===== src/rtl/u8d_pkg.sv =====
// ----------------------------------------------------------------------------
// u8d_pkg
// Shared types and constants for the streaming UTF-8 decoder.
// ----------------------------------------------------------------------------
package u8d_pkg;

  localparam int unsigned CpWidth   = 21;
  localparam int unsigned ByteWidth = 8;

  localparam logic [CpWidth-1:0] CpMax  = 21'h10FFFF;
  localparam logic [CpWidth-1:0] SurLow = 21'h00D800;
  localparam logic [CpWidth-1:0] SurHigh = 21'h00DFFF;

  // Lead byte classes
  typedef enum logic [2:0] {
    LEAD_ASCII,
    LEAD_TWO,
    LEAD_THREE,
    LEAD_FOUR,
    LEAD_BAD
  } u8d_lead_e;

  // One decoded result as it leaves the decoder
  typedef struct packed {
    logic [CpWidth-1:0] code_point;
    logic               error;
    logic               last;
  } u8d_result_t;

  function automatic u8d_lead_e u8d_classify(input logic [ByteWidth-1:0] b);
    u8d_lead_e cls;
    if (b[7] == 1'b0) begin
      cls = LEAD_ASCII;
    end else if (b[7:5] == 3'b110) begin
      cls = LEAD_TWO;
    end else if (b[7:4] == 4'b1110) begin
      cls = LEAD_THREE;
    end else if (b[7:3] == 5'b11110) begin
      cls = LEAD_FOUR;
    end else begin
      cls = LEAD_BAD;
    end
    return cls;
  endfunction

  function automatic logic u8d_cp_bad(input logic [CpWidth-1:0] cp);
    return (cp > CpMax) || ((cp >= SurLow) && (cp <= SurHigh));
  endfunction

endpackage


===== src/rtl/u8d_core.sv =====
// ----------------------------------------------------------------------------
// u8d_core
// Sequence state and per-byte decode step.
// ----------------------------------------------------------------------------
module u8d_core
  import u8d_pkg::*;
(
  input  logic                 clk_i,
  input  logic                 rst_ni,
  input  logic                 step_i,
  input  logic [ByteWidth-1:0] byte_i,
  input  logic                 eos_i,
  output logic                 emit_o,
  output u8d_result_t          result_o
);

  logic [CpWidth-1:0] partial_q, partial_d;
  logic [1:0]         remain_q, remain_d;
  logic               failed_q, failed_d;

  logic [CpWidth-1:0] shifted;
  logic [1:0]         remain_dec;
  logic [CpWidth-1:0] cp;
  logic               cp_ready;
  logic               raise;
  u8d_lead_e          lead;

  assign lead       = u8d_classify(byte_i);
  assign shifted    = {partial_q[CpWidth-7:0], byte_i[5:0]};
  assign remain_dec = remain_q - 2'd1;

  always_comb begin
    partial_d = partial_q;
    remain_d  = remain_q;
    failed_d  = failed_q;
    cp        = '0;
    cp_ready  = 1'b0;
    raise     = 1'b0;

    if (failed_q) begin
      // Drop bytes until the end of the string
      if (eos_i) begin
        failed_d = 1'b0;
      end
    end else if (remain_q == 2'd0) begin
      unique case (lead)
        LEAD_ASCII: begin
          cp       = {{(CpWidth-ByteWidth){1'b0}}, byte_i};
          cp_ready = 1'b1;
        end
        LEAD_TWO: begin
          partial_d = {{(CpWidth-5){1'b0}}, byte_i[4:0]};
          remain_d  = 2'd1;
          raise     = eos_i;
        end
        LEAD_THREE: begin
          partial_d = {{(CpWidth-4){1'b0}}, byte_i[3:0]};
          remain_d  = 2'd2;
          raise     = eos_i;
        end
        LEAD_FOUR: begin
          partial_d = {{(CpWidth-3){1'b0}}, byte_i[2:0]};
          remain_d  = 2'd3;
          raise     = eos_i;
        end
        default: begin
          raise = 1'b1;
        end
      endcase
    end else if (byte_i[7:6] != 2'b10) begin
      raise = 1'b1;
    end else if (remain_dec != 2'd0) begin
      partial_d = shifted;
      remain_d  = remain_dec;
      raise     = eos_i;
    end else begin
      partial_d = '0;
      remain_d  = 2'd0;
      cp        = shifted;
      cp_ready  = 1'b1;
    end

    if (cp_ready && u8d_cp_bad(cp)) begin
      raise = 1'b1;
    end

    if (raise) begin
      partial_d = '0;
      remain_d  = 2'd0;
      failed_d  = !eos_i;
    end

    emit_o              = raise || cp_ready;
    result_o.code_point = raise ? '0 : cp;
    result_o.error      = raise;
    result_o.last       = raise || eos_i;
  end

  always_ff @(posedge clk_i or negedge rst_ni) begin
    if (!rst_ni) begin
      partial_q <= '0;
      remain_q  <= 2'd0;
      failed_q  <= 1'b0;
    end else if (step_i) begin
      partial_q <= partial_d;
      remain_q  <= remain_d;
      failed_q  <= failed_d;
    end
  end

endmodule


===== src/rtl/u8d_out_reg.sv =====
// ----------------------------------------------------------------------------
// u8d_out_reg
// Result register in front of the output stream.
// ----------------------------------------------------------------------------
module u8d_out_reg
  import u8d_pkg::*;
(
  input  logic        clk_i,
  input  logic        rst_ni,
  input  logic        load_i,
  input  u8d_result_t result_i,
  output logic        free_o,
  output logic        valid_o,
  input  logic        ready_i,
  output u8d_result_t result_o
);

  logic        valid_q;
  u8d_result_t result_q;

  assign free_o   = !valid_q || ready_i;
  assign valid_o  = valid_q;
  assign result_o = result_q;

  always_ff @(posedge clk_i or negedge rst_ni) begin
    if (!rst_ni) begin
      valid_q <= 1'b0;
    end else if (load_i) begin
      valid_q <= 1'b1;
    end else if (ready_i) begin
      valid_q <= 1'b0;
    end
  end

  always_ff @(posedge clk_i) begin
    if (load_i) begin
      result_q <= result_i;
    end
  end

endmodule


===== src/rtl/utf8_stream_decoder_top.sv =====
// ----------------------------------------------------------------------------
// utf8_stream_decoder_top
// Streaming UTF-8 to Unicode code point decoder.
// ----------------------------------------------------------------------------
// Usage:
//   Feed the bytes of a string on the s_axis channel, one word per byte, with
//   s_axis_tlast set on the final byte of the string. Each completed sequence
//   yields one word on m_axis: the code point in tdata, tuser flags an error,
//   tlast marks the final result of the string. An error result always has
//   tlast set and a zero code point; the remaining bytes of that string are
//   dropped without results. Lead and continuation bytes that do not finish
//   a sequence yield no result unless they end the string; overlongs pass.
// Timing:
//   One byte per clock sustained while no result is stalled. A byte goes into
//   the input register, is decoded against the sequence state and lands in the
//   result register. The single decode step with its state update sets the
//   one-byte-per-cycle figure.
// Reset:
//   rst_ni clears both registers' valid flags and the sequence state; the
//   next byte is taken as the start of a new string.
// Stall:
//   While m_axis_tready is low, the result holds; the decoder keeps taking
//   bytes that produce no result, and holds the next result-producing byte
//   in the input register, which then backs s_axis_tready off.
// ----------------------------------------------------------------------------
module utf8_stream_decoder_top
  import u8d_pkg::*;
(
  input  logic        clk_i,
  input  logic        rst_ni,
  // input bytes
  input  logic        s_axis_tvalid,
  output logic        s_axis_tready,
  input  logic [7:0]  s_axis_tdata,   // [7:0] data_byte
  input  logic        s_axis_tlast,   // end_of_string
  // decoded code points
  output logic        m_axis_tvalid,
  input  logic        m_axis_tready,
  output logic [23:0] m_axis_tdata,   // [20:0] code_point, [23:21] zero
  output logic        m_axis_tuser,   // error
  output logic        m_axis_tlast    // last
);

  // Input register
  logic                 in_vld_q;
  logic [ByteWidth-1:0] in_byte_q;
  logic                 in_eos_q;

  logic        step;
  logic        emit;
  logic        out_free;
  u8d_result_t dec_result;
  u8d_result_t out_result;

  // Advance the held byte unless its result has nowhere to go
  assign step          = in_vld_q && (!emit || out_free);
  assign s_axis_tready = !in_vld_q || step;

  always_ff @(posedge clk_i or negedge rst_ni) begin
    if (!rst_ni) begin
      in_vld_q <= 1'b0;
    end else if (s_axis_tvalid && s_axis_tready) begin
      in_vld_q <= 1'b1;
    end else if (step) begin
      in_vld_q <= 1'b0;
    end
  end

  always_ff @(posedge clk_i) begin
    if (s_axis_tvalid && s_axis_tready) begin
      in_byte_q <= s_axis_tdata;
      in_eos_q  <= s_axis_tlast;
    end
  end

  u8d_core u_core (
    .clk_i    (clk_i),
    .rst_ni   (rst_ni),
    .step_i   (step),
    .byte_i   (in_byte_q),
    .eos_i    (in_eos_q),
    .emit_o   (emit),
    .result_o (dec_result)
  );

  u8d_out_reg u_out (
    .clk_i    (clk_i),
    .rst_ni   (rst_ni),
    .load_i   (step && emit),
    .result_i (dec_result),
    .free_o   (out_free),
    .valid_o  (m_axis_tvalid),
    .ready_i  (m_axis_tready),
    .result_o (out_result)
  );

  assign m_axis_tdata = {3'b000, out_result.code_point};
  assign m_axis_tuser = out_result.error;
  assign m_axis_tlast = out_result.last;

endmodule


===== config.mk =====
export PLATFORM = sky130hd
export DESIGN_NAME = utf8_stream_decoder_top
export DESIGN_NICKNAME = d
export VERILOG_FILES = /design/src/rtl/u8d_pkg.sv /design/src/rtl/u8d_core.sv /design/src/rtl/u8d_out_reg.sv /design/src/rtl/utf8_stream_decoder_top.sv
export SDC_FILE = /design/constraint.sdc
export NUM_CORES = 1
export LEC_CHECK = 0
export ABC_AREA = 1
export BUFFER_PORTS_ARGS = -buffer_cell sky130_fd_sc_hd__buf_2
export CAP_MARGIN = 40
export CELL_PAD_IN_SITES_DETAIL_PLACEMENT = 1
export CELL_PAD_IN_SITES_GLOBAL_PLACEMENT = 1
export CORE_MARGIN = 4
export CORE_UTILIZATION = 23
export CTS_CLUSTER_SIZE = 25
export DETAILED_ROUTE_END_ITERATION = 6
export GPL_TIMING_DRIVEN = 0
export PLACE_DENSITY_LB_ADDON = 0.12
export SYNTH_ARGS = -nofsm -noshare
export SYNTH_HDL_FRONTEND = slang
export SYNTH_HIERARCHICAL = 1
export SYNTH_SLANG_ARGS = --single-unit

===== constraint.sdc =====
create_clock -name clk_i -period 3 [get_ports clk_i]
set_clock_uncertainty 0.2 [all_clocks]
set_input_delay 0.6 -clock clk_i [delete_from_list [all_inputs] [get_ports clk_i]]
set_output_delay 0.6 -clock clk_i [all_outputs]
set_load 0.1 [all_outputs]

==> flow_metrics.tcl <==
set metrics [dict create \
    grt_pass1_vias 2125 \
    tritoncts "built" \
    core.rowCount 38 \
    ys.warnings.count 6 \
    async_reset_ff_share_pct 38.5 \
    cap_violations 0 \
    layout.nets 348 \
    seq_area_frac_synth_pct 55.8 \
    synth_cells 283 \
    dieArea_sq_um 13200 \
    switchingPower_mw 2.09 \
    outcome "completed" \
    clk_pin_slew_ns 0.07 \
    ir_worst_vdd_mv 0.375 \
    min_path_type "in -> async" \
    intPower_mw 1.93 \
    htree_levels 2 \
    finalSetupViolations 0 \
    syn_avg_cell_area_sq_um 9.26 \
    hold_violations 0 \
    critical_path_class "reg -> out" \
    track_usage_pct 11.4 \
    max-slew-margin-rel_pct 61.9 \
    firstDrtPassIters 4 \
    critPathCaptureType "output port" \
    grt_overflow_total 0 \
    initialDrtViolationCount 94 \
    syn_area_sq_um 2620 \
    post_dp_cell_area_sq_um 3020 \
    wl_per_cell_um 15.0 \
    areaGrowthSynthToFinish_pct 23.5 \
    p_total_mw 4.01 \
    p_per_area_nw_per_um2 1240 \
    die_h_um 115 \
    grt_pass1_wl_mm 11.5 \
    synth_edf_count 32 \
    cp.required_ns 2.20 \
    fp.coreArea_sq_um 11000 \
    p_leak_nw 1.49 \
    io_buffers 37 \
    grt_max_degree 21 \
    worstMarginPinSlew_ns 0.572 \
    netlist_top_cells_count "71 x nand2_1, 33 x inv_1, 32 x edfxtp_1, 23 x nor2_1, 20 x dfrtp_1" \
    arrival_ns 2.06 \
    start_kind "register" \
    ys_types 29 \
    place_hpwl_mm 5.28 \
    pin_count 41 \
    crit_start "u_core/remain_q[0]$_DFFE_PN0P_" \
    vias 2040 \
    vias_per_cell 4.30 \
    place.gp.congestion 0.725 \
    cts_buffers 5 \
    path_max_fanout 10 \
    ant_nets 0 \
    rsz0062_at_grt "true" \
    cts_root_buf "clkbuf_16" \
    fin_crit_sh_pct 95.4 \
    fmax_mhz 349 \
    yosysTopAreaCell "edfxtp_1" \
    drive_gt1_share_pct 26.3 \
    regToRegSetupSlack_ns 0.26 \
    period_needed_ns 2.86 \
    ys_top_cells_by_area "edfxtp_1 37%, dfrtp_1 19%, nand2_1 10%, inv_1 4.7%, nand4_1 4.1%" \
    clockPowerShare_pct 16.2 \
    antenna_found_initial 0 \
    sequentialPowerShare_pct 28.2 \
    worstRegToRegCells 18 \
    p_comb_share_pct 55.6 \
    synth_seq_cells 52 \
    max-clock-path-buffers 2 \
    clk_latency_ns 0.29 \
    drc 0 \
    diodes 0 \
    r2r-end "u_core/partial_q[1]$_DFFE_PN0P_" \
    die_w_um 115 \
    cts_num_sinks 52 \
    synthFlopType "edfxtp_1" \
    synth_top_area_share_pct 36.7 \
    totalWireLength_mm 7.12 \
    slew_viol_final 0 \
    reg2reg_from "u_core/remain_q[0]$_DFFE_PN0P_" \
    post-route-cell-area_sq_um 3240 \
    start_util_pct 23.9 \
    synth_most_common_cell "nand2_1" \
    switching_share_pct 52.0 \
    nFillCells 1297 \
]
-- cell families (layout without fill, tap and decap cells) --
kind of cell,count (synthesis),after routing,synth area share [%]
adders and majority gates,2,2,0.955
buffers and inverters,54,103,10.3
AOI/OAI and AO/OA,14,14,3.30
other,1,3,0.143
DFF,52,52,55.8
and+or+nand+nor,160,160,29.5
-- through the flow --
stage	hold slack (ns)	TNS [ns]	instances	util (%)	worst slack, ns
2_1_floorplan	0.104	0	285	-	0.205
3_5_place_dp	0.263	-12.50	463	27.5	-0.808
5_1_grt	0.140	-0.174	474	29.5	-0.0575
6_report	0.0958	0	474	29.5	0.137
3_3_place_gp	0.257	-12.74	462	27.2	-0.750
4_1_cts	0.117	0	473	29.3	0.0530
-- registers in the layout, indices dropped and copies added (netlist names) --
name,cells
u_out/result_o,23
in_eos_q,1
u_core/failed_q,1
u_core/remain_q,2
in_vld_q,1
u_core/partial_q,15
in_byte_q,8
u_out/valid_o,1
-- worst max-delay path by stage --
stage                                     end  slack [ns]  cells after the start
2_1_floorplan  u_core/remain_q[0]$_DFFE_PN0P_        0.20                     17
3_3_place_gp   u_core/remain_q[0]$_DFFE_PN0P_       -0.75                     17
3_5_place_dp   u_core/remain_q[0]$_DFFE_PN0P_       -0.81                     17
4_1_cts                         s_axis_tready        0.05                     13
5_1_grt                         s_axis_tready       -0.06                     13
6_report                        s_axis_tready        0.14                     13
-- layer usage --
layer | vias up | wire, um | track usage (%)
li1 | 1023 | - | -
met1 | 990 | 3410 | 15.0
met2 | 23 | 3460 | 19.1
met3 | 4 | 166 | 2.21
met4 | 0 | 86 | 3.29
met5 | - | 0 | 0
-- area by class of cell --
class	instances	area [sq um]	share of cell area, %
Timing Repair Buffer	41	245	7.58
Sequential cell	52	1460	45.1
Tap cell	140	175	5.41
Buffer	16	134	4.14
Inverter	38	143	4.41
Clock inverter	3	37.5	1.16
Clock buffer	5	125	3.87
Multi-Input combinational cell	179	916	28.3
-- power groups by stage --
stage | clock network, mW | logic [mW] | registers (mW)
2_1_floorplan | 0 | 0.914 | 1.91
3_3_place_gp | 0 | 2.14 | 1.15
3_5_place_dp | 0 | 2.19 | 1.15
4_1_cts | 0.676 | 2.24 | 1.14
5_1_grt | 0.705 | 2.41 | 1.16
6_report | 0.651 | 2.23 | 1.13
-- timing repair --
action,CTS,global route
setup buffers,2,1
hold buffers,0,0
pin swaps,1,0
resized for setup,9,3
endpoints found under the setup margin,18,21
cloned,0,0
-- layout by cell type (no fill, tap or decap), types with 3 or more instances in the layout --
cell        n
nor2_4      5
inv_2       6
buf_6       6
clkbuf_16   5
nand4_1    17
nand3_1    14
nor3_1     17
buf_2      38
o21ai_0     3
edfxtp_1   32
buf_4      10
nor2_1     21
nand3_2     3
dfrtp_1    20
nand2_1    70
inv_1      32
conb_1      3
a21oi_1     6
nand2_2     6
-- critical path, cell delays in order (launching register included) --
cell     delay [ns]
dfrtp_1        0.38
inv_1          0.06
ha_1           0.20
buf_6          0.14
inv_1          0.08
buf_6          0.14
nand2_1        0.06
inv_1          0.06
nand2_1        0.05
nand2_1        0.06
nand2_1        0.10
nand2_2        0.11
nand3_2        0.12
buf_8          0.19
Note: power is estimated with default switching activity, not from simulation.
